File: config.mk
export PLATFORM = sky130hd
export DESIGN_NAME = ook_remote_code_transmitter_core
export DESIGN_NICKNAME = d
export VERILOG_FILES = /design/src/rtl/ookt_pkg.sv /design/src/rtl/ook_remote_code_transmitter_core.sv /design/src/rtl/ookt_cfg.sv /design/src/rtl/ookt_seq.sv
export SDC_FILE = /design/constraint.sdc
export NUM_CORES = 1
export LEC_CHECK = 0
export BUFFER_PORTS_ARGS = -buffer_cell sky130_fd_sc_hd__clkbuf_2
export CAP_MARGIN = 40
export CELL_PAD_IN_SITES_DETAIL_PLACEMENT = 2
export CELL_PAD_IN_SITES_GLOBAL_PLACEMENT = 2
export CORE_UTILIZATION = 41
export CTS_BUF_LIST = sky130_fd_sc_hd__clkbuf_2
export CTS_CLUSTER_SIZE = 20
export DETAILED_ROUTE_END_ITERATION = 8
export PLACE_DENSITY = 0.94
export SKIP_CTS_REPAIR_TIMING = 1
export SLEW_MARGIN = 20
export SYNTH_ARGS = -nofsm -noshare
export SYNTH_HDL_FRONTEND = slang
export SYNTH_SLANG_ARGS = --single-unit
File: constraint.sdc
create_clock -name clk_i -period 11.9 [get_ports clk_i]
set_input_delay 1.785 -clock clk_i [delete_from_list [all_inputs] [get_ports clk_i]]
set_output_delay 1.785 -clock clk_i [all_outputs]
set_load 0.05 [all_outputs]
File: src/rtl/ookt_pkg.sv
// Package with the shared types, codes, constants and pulse timing table of the OOK transmitter.
`default_nettype none
package ookt_pkg;

  typedef enum logic {
    OP_START = 1'b0,
    OP_TICK  = 1'b1
  } op_e;

  typedef enum logic [1:0] {
    CFG_BIT_FORMAT   = 2'd0,
    CFG_UNIT_TICKS   = 2'd1,
    CFG_REPEAT_COUNT = 2'd2
  } cfg_idx_e;

  localparam int unsigned CfgIdxW  = 2;
  localparam int unsigned CfgDataW = 16;

  localparam logic        BitFormatRst   = 1'b0;
  localparam logic [15:0] UnitTicksRst   = 16'd120;
  localparam logic [7:0]  RepeatCountRst = 8'd8;

  localparam logic [5:0] FrameLenShort = 6'd24;
  localparam logic [5:0] SyncLowUnits  = 6'd47;

  typedef struct packed {
    logic        bit_format;
    logic [15:0] unit_ticks;
    logic [7:0]  repeat_count;
  } cfg_t;

  typedef struct packed {
    logic line_level;
    logic busy_res;
    logic finished;
  } res_t;

  // Length in units of one span. Even phases are high spans, odd phases low spans.
  function automatic logic [5:0] phase_units(input logic fmt, input logic sync,
                                             input logic bit_val, input logic [2:0] ph);
    logic [5:0] units;
    if (sync) begin
      units = ph[0] ? SyncLowUnits : 6'd1;
    end else if (fmt) begin
      if (bit_val) units = ph[0] ? 6'd4 : 6'd1;
      else         units = ph[0] ? 6'd1 : 6'd4;
    end else if (!ph[0]) begin
      units = 6'd1;
    end else if (bit_val) begin
      units = (ph == 3'd1) ? 6'd2 : 6'd10;
    end else begin
      units = (ph == 3'd1) ? 6'd10 : 6'd2;
    end
    return units;
  endfunction

endpackage
`default_nettype wire

File: src/rtl/ook_remote_code_transmitter_core.sv
// The result of a transaction is registered and appears in the cycle after it is accepted.
// Throughput: one input transaction per clock; the input is ready whenever the
// result register is empty or its content is taken in the same cycle.
// Reset: asynchronous, active low; idles with the carrier off and the registers
// at their defaults (format 0, 120 ticks per unit, 8 repeats).
`default_nettype none
module ook_remote_code_transmitter_core
  import ookt_pkg::*;
#(
  parameter int unsigned CODE_BITS = 32
) (
  input  wire logic                clk_i,
  input  wire logic                rst_ni,
  input  wire logic                s_axis_tvalid,
  output      logic                s_axis_tready,
  input  wire logic [31:0]         s_axis_tdata,   // code_word
  input  wire logic                s_axis_tuser,   // operation
  output      logic                m_axis_tvalid,
  input  wire logic                m_axis_tready,
  output      logic [7:0]          m_axis_tdata,   // line_level, busy_res, zero padding
  output      logic                m_axis_tlast,   // finished
  input  wire logic                cfg_we_i,
  input  wire logic [CfgIdxW-1:0]  cfg_idx_i,
  input  wire logic [CfgDataW-1:0] cfg_data_i
);

  cfg_t cfg;
  res_t res;
  res_t res_q;
  logic out_valid_q, out_valid_d;
  logic in_accept;

  ookt_cfg u_cfg (
    .clk_i,
    .rst_ni,
    .cfg_we_i,
    .cfg_idx_i,
    .cfg_data_i,
    .cfg_o (cfg)
  );

  assign s_axis_tready = !out_valid_q || m_axis_tready;
  assign in_accept     = s_axis_tvalid && s_axis_tready;

  ookt_seq #(
    .CODE_BITS (CODE_BITS)
  ) u_seq (
    .clk_i,
    .rst_ni,
    .step_i (in_accept),
    .op_i   (s_axis_tuser),
    .code_i (s_axis_tdata),
    .cfg_i  (cfg),
    .res_o  (res)
  );

  always_comb begin
    out_valid_d = out_valid_q;
    if (in_accept) out_valid_d = 1'b1;
    else if (m_axis_tready) out_valid_d = 1'b0;
  end

  always_ff @(posedge clk_i or negedge rst_ni) begin
    if (!rst_ni) begin
      out_valid_q <= 1'b0;
    end else begin
      out_valid_q <= out_valid_d;
    end
  end

  always_ff @(posedge clk_i) begin
    if (in_accept) begin
      res_q <= res;
    end
  end

  assign m_axis_tvalid = out_valid_q;
  assign m_axis_tdata  = {6'd0, res_q.busy_res, res_q.line_level};
  assign m_axis_tlast  = res_q.finished;

endmodule
`default_nettype wire

File: src/rtl/ookt_cfg.sv
// Configuration register bank of the OOK transmitter.
`default_nettype none
module ookt_cfg
  import ookt_pkg::*;
(
  input  wire logic                clk_i,
  input  wire logic                rst_ni,
  input  wire logic                cfg_we_i,
  input  wire logic [CfgIdxW-1:0]  cfg_idx_i,
  input  wire logic [CfgDataW-1:0] cfg_data_i,
  output cfg_t                     cfg_o
);

  cfg_t cfg_q, cfg_d;

  always_comb begin
    cfg_d = cfg_q;
    if (cfg_we_i) begin
      unique case (cfg_idx_e'(cfg_idx_i))
        CFG_BIT_FORMAT:   cfg_d.bit_format   = cfg_data_i[0];
        CFG_UNIT_TICKS:   cfg_d.unit_ticks   = cfg_data_i[15:0];
        CFG_REPEAT_COUNT: cfg_d.repeat_count = cfg_data_i[7:0];
        default: ;
      endcase
    end
  end

  always_ff @(posedge clk_i or negedge rst_ni) begin
    if (!rst_ni) begin
      cfg_q.bit_format   <= BitFormatRst;
      cfg_q.unit_ticks   <= UnitTicksRst;
      cfg_q.repeat_count <= RepeatCountRst;
    end else begin
      cfg_q <= cfg_d;
    end
  end

  assign cfg_o = cfg_q;

endmodule
`default_nettype wire

File: src/rtl/ookt_seq.sv
// Pulse sequencer: transmission state and its single-pass update for one transaction.
`default_nettype none
module ookt_seq
  import ookt_pkg::*;
#(
  parameter int unsigned CODE_BITS = 32
) (
  input  wire logic        clk_i,
  input  wire logic        rst_ni,
  input  wire logic        step_i,
  input  wire logic        op_i,
  input  wire logic [31:0] code_i,
  input  wire cfg_t        cfg_i,
  output res_t             res_o
);

  localparam logic [5:0] FrameLenLong = 6'(CODE_BITS);

  logic [31:0] code_q, code_d;
  logic [5:0]  bp_q, bp_d;
  logic [7:0]  rd_q, rd_d;
  logic [2:0]  ph_q, ph_d;
  logic [5:0]  ul_q, ul_d;
  logic [15:0] pre_q, pre_d;
  logic        send_q, send_d;
  logic        pin_q, pin_d;

  logic [5:0]  frame_len;
  logic        sync_q;
  logic [3:0]  group_phases;
  logic        unit_wrap;
  logic [5:0]  ul_dec;
  logic [7:0]  reps;
  logic        fin;
  logic        enter;
  logic [2:0]  ph_n;
  logic        sync_n;
  logic [4:0]  bit_idx;
  logic [5:0]  idx_full;

  assign frame_len    = cfg_i.bit_format ? FrameLenShort : FrameLenLong;
  assign sync_q       = (bp_q >= frame_len);
  assign group_phases = (sync_q || cfg_i.bit_format) ? 4'd2 : 4'd4;
  assign unit_wrap    = ({1'b0, pre_q} + 17'd1) >= {1'b0, cfg_i.unit_ticks};
  assign ul_dec       = (ul_q != 6'd0) ? ul_q - 6'd1 : 6'd0;
  assign reps         = (cfg_i.repeat_count != 8'd0) ? cfg_i.repeat_count : 8'd1;

  always_comb begin
    code_d   = code_q;
    bp_d     = bp_q;
    rd_d     = rd_q;
    ph_d     = ph_q;
    ul_d     = ul_q;
    pre_d    = pre_q;
    send_d   = send_q;
    pin_d    = pin_q;
    fin      = 1'b0;
    enter    = 1'b0;
    ph_n     = 3'd0;
    sync_n   = 1'b0;
    idx_full = 6'd0;
    bit_idx  = 5'd0;

    if (step_i) begin
      if (op_e'(op_i) == OP_START) begin
        if (!send_q) begin
          code_d = code_i;
          bp_d   = 6'd0;
          rd_d   = 8'd0;
          pre_d  = 16'd0;
          send_d = 1'b1;
          enter  = 1'b1;
        end
      end else if (send_q) begin
        if (unit_wrap) begin
          pre_d = 16'd0;
          ul_d  = ul_dec;
          if (ul_dec == 6'd0) begin
            if (({1'b0, ph_q} + 4'd1) < group_phases) begin
              enter = 1'b1;
              ph_n  = ph_q + 3'd1;
            end else if (sync_q) begin
              // End of a frame: either start the next repeat or stop.
              bp_d = 6'd0;
              rd_d = rd_q + 8'd1;
              if (rd_d >= reps) begin
                send_d = 1'b0;
                pin_d  = 1'b0;
                ph_d   = 3'd0;
                ul_d   = 6'd0;
                fin    = 1'b1;
              end else begin
                enter = 1'b1;
              end
            end else begin
              bp_d  = bp_q + 6'd1;
              enter = 1'b1;
            end
          end
        end else begin
          pre_d = pre_q + 16'd1;
        end
      end
    end

    // Entering a span looks at the updated bit position and code.
    if (enter) begin
      sync_n   = (bp_d >= frame_len);
      idx_full = frame_len - 6'd1 - bp_d;
      bit_idx  = idx_full[4:0];
      ph_d     = ph_n;
      ul_d     = phase_units(cfg_i.bit_format, sync_n, code_d[bit_idx], ph_n);
      pin_d    = ~ph_n[0];
    end
  end

  always_ff @(posedge clk_i or negedge rst_ni) begin
    if (!rst_ni) begin
      code_q <= '0;
      bp_q   <= '0;
      rd_q   <= '0;
      ph_q   <= '0;
      ul_q   <= '0;
      pre_q  <= '0;
      send_q <= 1'b0;
      pin_q  <= 1'b0;
    end else begin
      code_q <= code_d;
      bp_q   <= bp_d;
      rd_q   <= rd_d;
      ph_q   <= ph_d;
      ul_q   <= ul_d;
      pre_q  <= pre_d;
      send_q <= send_d;
      pin_q  <= pin_d;
    end
  end

  assign res_o.line_level = pin_d;
  assign res_o.busy_res   = send_d;
  assign res_o.finished   = fin;

endmodule
`default_nettype wire

==> results_dict.tcl, run 1 <==
set metrics [dict create \
    cts.sinks 102 \
    power_leakage_nw 3.29 \
    place_inst 897 \
    maxCapViolations 0 \
    swShare 0.378 \
    synth_compound_area_frac 0.147 \
    drive_above_1_share 0.189 \
    finalHoldViolCount 0 \
    synth_area_leaders "dfrtp_1, nand2_1, ha_1, mux2_2, o21ai_0" \
    synth_warnings 0 \
    wl_per_cell_um 20.9 \
    yosysSeqAreaShare 0.416 \
    switching_power_mw 0.318 \
    tightest_slew_ns 0.875 \
    grt_start_max_net_pins 64 \
    wirelength_um 19100 \
    port_buffers 60 \
    status "complete, but fails checks" \
    cp-endpoint "u_seq.ul_q[2]" \
    dr.pass1.iters 7 \
    skew_ns 0.0417 \
    p_int_mw 0.523 \
    clock_path_buffers 2 \
    rr_endpoint "u_seq.ul_q[2]" \
    drv_slew 0 \
    synthCells 670 \
    min-delay-path-class "flop to flop" \
    synthArstFlopShare 0.971 \
    viasPerCell 5.73 \
    cp.required_ns 12.48 \
    cp-start-kind "flop" \
    critPathCaptureType "flop" \
    die_w_um 125 \
    cp_data_arrival_time_ns 7.28 \
    fin_setup_tns_ns 0 \
    clockPowerShare 0.196 \
    fmax_ghz 0.149 \
    via_count 5241 \
    start_util 0.423 \
    violations "design-rule violations" \
    core.rowCount 44 \
    synth-main-ff-cell "dfrtp_1" \
    clk_pin_slew_ns 0.32 \
    postLayoutCellArea_um2 6790 \
    antenna_found_initial 0 \
    yosysMostFrequentCell "nand2_1" \
    path_class "flop to flop" \
    reg2reg_from "u_seq.pre_q[2]" \
    drc_errors 12 \
    synth-simple-area-share 0.194 \
    core_um2 14600 \
    die_area_um2 15600 \
    n_antenna_cell 0 \
    gp_congestion 0.811 \
    cts-root-buf "clkbuf_2" \
    seqPwrFrac 0.509 \
    critPathSlowestCell "or4_1" \
    fillers 1645 \
    ys_types 70 \
    yosys.area.top_type "dfrtp_1" \
    finalSetupViolCount 0 \
    worst-path-buf-inv 0 \
    die_y_um 125 \
    area_growth_pct 9.62 \
    startpoint "u_seq.pre_q[2]" \
    synthMuxAreaShare 0.0851 \
    critPathMaxFanout 11 \
    crit_chain "and4_1 -> nand4_1 -> nor3_1 -> nand3_1 -> xnor2_1 -> ha_1 -> nand3_1 -> nor3_1 -> a311o_1 -> or4_1 -> and2_1 -> a21o_1 -> o31ai_1 -> ha_1 -> xor2_1 -> or3b_2 -> o22ai_2 -> a211oi_2 -> o211ai_4 -> mux2i_1 -> a211o_1" \
    dpl.hpwl_um 14600 \
    yosys.area_share.xor_xnor 0.0311 \
    overflow 0 \
    synth_fa_ha_area_frac 0.0764 \
    cts_tree "yes" \
    synth_top_area_share 0.380 \
    peakVddDrop_uv 64.0 \
    antenna_left 0 \
    pwr-share-comb 0.295 \
    synth_edf_count 3 \
    grt_use_total 0.254 \
    insertion_delay_ns 0.66 \
    fin_nets 819 \
    place_area_um2 6650 \
    grt_pass1_vias 6127 \
    powerDensity_nw_per_um2 124 \
    synth_seq_cells 102 \
    post-route-min-period_ns 6.70 \
    cpPeakStageDelay_ns 0.71 \
    grt_pass1_wl_um 31400 \
    cts_made_buffers 9 \
    cts-htree-levels 3 \
    synth_top_family_by_area "simple AND/OR/NAND/NOR gates" \
    path_depth 21 \
    rr_worst_depth 21 \
    drt_iter0_drc 202 \
    final_cells 915 \
    rsz0062_at_grt "no" \
    rrSetupSlack_ns 5.20 \
    period_share 0.563 \
    ios 67 \
    syn_avg_cell_area_um2 9.24 \
    crit_family "simple AND/OR/NAND/NOR gates" \
    yosys-top-cells-count "nand2_1, dfrtp_1, o21ai_0" \
    slew_headroom 0.414 \
    syn-cell-area_um2 6190 \
]
## cell type report
class,count,area (um2),area share
well taps,184,230,0.0339
repair buffers,69,394,0.0581
clock buffers,10,50.0,0.00737
inverters,42,158,0.0232
multi-input cells,502,3340,0.492
flip-flops and latches,102,2570,0.379
clock inverters,6,46.3,0.00682
## flip-flops by register name (all words and copies together), names as in the netlist
name,cells
m_axis_tvalid,1
u_seq.pin_q,1
u_seq.rd_q,8
u_seq.bp_q,6
m_axis_tdata,2
u_seq.pre_q,16
u_seq.code_q,32
u_seq.send_q,1
u_seq.ul_q,6
u_seq.ph_q,3
u_cfg.cfg_o,25
m_axis_tlast,1
## through the flow
step	hold slack [ns]	power, mW	setup WS, ns	utilization
6_report	0.522	0.841	5.20	0.464
5_1_grt	0.557	0.889	4.81	0.464
4_1_cts	0.527	0.845	5.22	0.461
3_5_place_dp	0.468	0.679	5.32	0.454
3_3_place_gp	0.449	0.644	5.94	0.453
2_1_floorplan	0.433	0.589	6.43	-
## worst min-delay path by stage
stage | slack [ns] | endpoint | startpoint | depth (start not counted)
after floorplan | 0.43 | u_seq.code_q[28] | u_seq.code_q[28] | 2
after global placement | 0.45 | u_seq.code_q[28] | u_seq.code_q[28] | 2
after detailed placement | 0.47 | u_seq.code_q[16] | u_seq.code_q[16] | 2
after CTS | 0.53 | u_seq.code_q[16] | u_seq.code_q[16] | 2
after global routing | 0.56 | u_seq.code_q[12] | u_seq.code_q[12] | 2
final | 0.52 | u_seq.code_q[16] | u_seq.code_q[16] | 2
## power by group through the flow
stage / clock network [mW] / registers, mW / logic (mW)
after floorplan: 0 / 0.424 / 0.165
after global routing: 0.182 / 0.434 / 0.274
final: 0.165 / 0.428 / 0.248
after detailed placement: 0 / 0.434 / 0.245
after CTS: 0.169 / 0.428 / 0.248
after global placement: 0 / 0.427 / 0.217
## routing by layer
layer	vias up	track usage	routed length [um]	share of wire
li1	2435	-	-	-
met1	2691	0.294	7900	0.41
met2	87	0.484	10500	0.55
met3	28	0.0352	360	0.019
met4	0	0.0739	332	0.017
met5	-	0	0	0
## logic make-up (layout without fill, tap and decap cells)
family	Yosys count	count (layout)
compound gates	126	126
xor+xnor	22	22
fa+ha+maj	38	38
buf+inv	71	127
flops	102	102
mux	49	49
other cells	1	6
simple gates	261	261
## cells in the final DEF, fill, tap and decap left out, types with 3 or more instances in the layout
cell      synthesis  layout
conb_1            1       6
or3_1             5       5
clkbuf_2          0      69
dfstp_2           5       5
a31oi_1           3       3
o211ai_1          5       5
nand3_1          20      20
o31ai_1           7       7
a21oi_1          16      16
o21ai_0          43      43
a22o_1           11      11
ha_1             37      37
and4_1            3       3
mux2_2           29      29
a211oi_1          3       3
inv_1            40      40
edfxtp_1          3       3
nor2b_1           4       4
and3_1            5       5
o21a_1            4       4
mux2i_1          20      20
nor4_1            3       3
nor3_1           13      12
and2_1            4       4
nand4_1           7       7
nor2_1           40      40
xnor2_1          11      11
nand2b_1         13      13
nand2_1         131     131
a21o_1            5       5
dfrtp_1          94      94
buf_4             8       8
xor2_1           11      11
o21ai_1           3       3
## worst min-delay path: stages, from the launching register on
cell and delay (ns):
dfrtp_1 0.40, nand2_1 0.05, nand2_1 0.07
Power figures use the tool's default switching activity.
==> run 2: changes to the inputs <==
- ABC_AREA: default -> 1
- CORE_UTILIZATION: 41 -> 36
- PLACE_DENSITY: 0.94 -> 0.89
- clock period: 11.9 -> 6.9 ns (I/O delays scaled with it)
==> results_dict.tcl, run 2 <==
set metrics [dict create \
    yosysSeqAreaShare 0.412 \
    cp-start-kind "flop" \
    critPathSlowestCell "dfrtp_1" \
    overflow 0 \
    seqPwrFrac 0.444 \
    clock_path_buffers 2 \
    die_y_um 134 \
    regMostFlops "u_seq.code_q" \
    grt_use_total 0.237 \
    final_critical_path_setup_slack_ns 1.63 \
    path_class "flop to flop" \
    cts-root-buf "clkbuf_2" \
    synthArstFlopShare 0.971 \
    rrSetupSlack_ns 1.63 \
    synthCells 809 \
    cp_common_cell "nor2_1" \
    cts_made_buffers 9 \
    synth_top_area_share 0.377 \
    clockPowerShare 0.164 \
    grt_pass1_vias 6371 \
    place_inst 1077 \
    rsz0062_at_grt "no" \
    largest_reg_flops 32 \
    finalSetupViolCount 0 \
    clk_pin_slew_ns 0.32 \
    cts.sinks 102 \
    area_growth_pct 10.7 \
    synth_area_leaders "dfrtp_1, nand2_1, ha_1, inv_1, nand3_1" \
    yosysMostFrequentCell "nand2_1" \
    slew_headroom 0.506 \
    peakVddDrop_uv 111 \
    wirelength_um 20300 \
    port_buffers 60 \
    core_um2 16800 \
    antenna_found_initial 1 \
    drive_above_1_share 0.157 \
    p_int_mw 1.00 \
    synth_edf_count 3 \
    core.rowCount 47 \
    grt_start_max_net_pins 58 \
    rr_endpoint "u_seq.ul_q[1]" \
    ios 67 \
    ys_types 47 \
    synth-main-ff-cell "dfrtp_1" \
    fin_setup_tns_ns 0 \
    synth_seq_cells 102 \
    worst-path-buf-inv 5 \
    swShare 0.440 \
    antenna_left 0 \
    period_share 0.764 \
    path_depth 31 \
    critPathCaptureType "flop" \
    pwr-share-comb 0.392 \
    drv_slew 0 \
    yosys-top-cells-count "nand2_1, inv_1, dfrtp_1" \
    cp.required_ns 7.49 \
    finalPower_mw 1.79 \
    startpoint "u_seq.pre_q[0]" \
    cp_data_arrival_time_ns 5.86 \
    dr.pass1.iters 4 \
    postLayoutCellArea_um2 6910 \
    dpl.hpwl_um 15600 \
    min-delay-path-class "primary input to async pin" \
    start_util 0.372 \
    skew_ns 0.0373 \
    crit_family "simple AND/OR/NAND/NOR gates" \
    post-route-min-period_ns 5.27 \
    die_area_um2 17900 \
    cts_tree "yes" \
    tightest_slew_ns 0.741 \
    yosys.area.top_type "dfrtp_1" \
    synth_warnings 0 \
    cpPeakStageDelay_ns 0.50 \
    cp-endpoint "u_seq.ul_q[1]" \
    place_area_um2 6780 \
    wl_per_cell_um 18.5 \
    syn_avg_cell_area_um2 7.72 \
    maxCapViolations 0 \
    grt_pass1_wl_um 33200 \
    gp_congestion 0.778 \
    reg2reg_from "u_seq.pre_q[0]" \
    insertion_delay_ns 0.66 \
    pre_cts_ws_ns 1.67 \
    fmax_ghz 0.190 \
    critPathMaxFanout 8 \
    power_leakage_nw 3.69 \
    layout_commonest_cell "nand2_1" \
    syn-cell-area_um2 6240 \
    powerDensity_nw_per_um2 259 \
    via_count 5633 \
    cts-htree-levels 3 \
    drt_iter0_drc 260 \
    viasPerCell 5.14 \
    fin_nets 962 \
    switching_power_mw 0.787 \
    drc_errors 0 \
    status "finished, final reports clean" \
    layout_common_cells "nand2_1, inv_1, dfrtp_1" \
    final_cells 1095 \
    die_w_um 134 \
    finalHoldViolCount 0 \
    rr_worst_depth 31 \
]
[run 2: changes by cell type in the layout (fill, tap and decap cells not counted), moves of 13 or more]
cell,before,now
nand3_1,20,79
nand2_1,131,218
inv_1,40,118
mux2_2,29,0
mux2i_1,20,0
nand2b_1,13,0
[run 2: worst min path at each step]
stage                  endpoint  depth (start not counted)  slack (ns)        startpoint
2_1_floorplan  u_seq.code_q[11]                          2        0.44  u_seq.code_q[11]
3_3_place_gp    u_seq.code_q[9]                          2        0.45   u_seq.code_q[9]
3_5_place_dp    u_seq.code_q[4]                          2        0.46   u_seq.code_q[4]
4_1_cts        u_seq.code_q[16]                          1        0.28            rst_ni
5_1_grt        u_seq.code_q[16]                          1        0.30            rst_ni
6_report       u_seq.code_q[28]                          1        0.31            rst_ni
[run 2: cell families after synthesis]
family                   count (synthesis)  synth area share
AO/OA/AOI/OAI                          102            0.0936
XOR/XNOR                                18            0.0253
adder cells (fa/ha/maj)                 37            0.0742
buffers and inverters                  156             0.100
flip-flops                             102             0.412
other                                    1          0.000601
AND/OR/NAND/NOR                        393             0.294
[run 2: power groups by stage]
stage	logic [mW]	registers (mW)	clock network [mW]
2_1_floorplan	0.474	0.783	0
3_3_place_gp	0.616	0.791	0
3_5_place_dp	0.687	0.805	0
4_1_cts	0.698	0.795	0.305
5_1_grt	0.789	0.807	0.324
6_report	0.701	0.795	0.294
[run 2: worst register-to-register path: cells and delay by family (launching register included)]
kind,cells,cell delay (ns)
buf+inv,5,0.47
compound gates,4,0.90
flops,1,0.50
simple gates,18,2.27
xor+xnor,1,0.22
fa+ha+maj,3,0.89
[run 2: routing by layer]
| metal | up-vias | share of wire | GRT usage |
|---|---|---|---|
| li1 | 2714 | - | - |
| met4 | 0 | 0.014 | 0.0758 |
| met3 | 23 | 0.019 | 0.0289 |
| met5 | - | 0 | 0 |
| met1 | 2819 | 0.46 | 0.306 |
| met2 | 77 | 0.51 | 0.412 |
[run 2: metrics by stage]
| stage | utilization | hold WS [ns] |
|---|---|---|
| 2_1_floorplan | - | 0.438 |
| 3_3_place_gp | 0.401 | 0.453 |
| 3_5_place_dp | 0.404 | 0.465 |
| 4_1_cts | 0.410 | 0.276 |
| 5_1_grt | 0.412 | 0.302 |
| 6_report | 0.412 | 0.313 |
[run 2: area by class of cell]
cell class	instances	area, um2
clock inverter	7	58.8
antenna	1	2.50
fill	1950	9850
sequential	102	2570
timing repair buffer	68	392
tap	220	275
inverter	132	495
clock buffer	9	45.0
multi-input combinational	556	3070
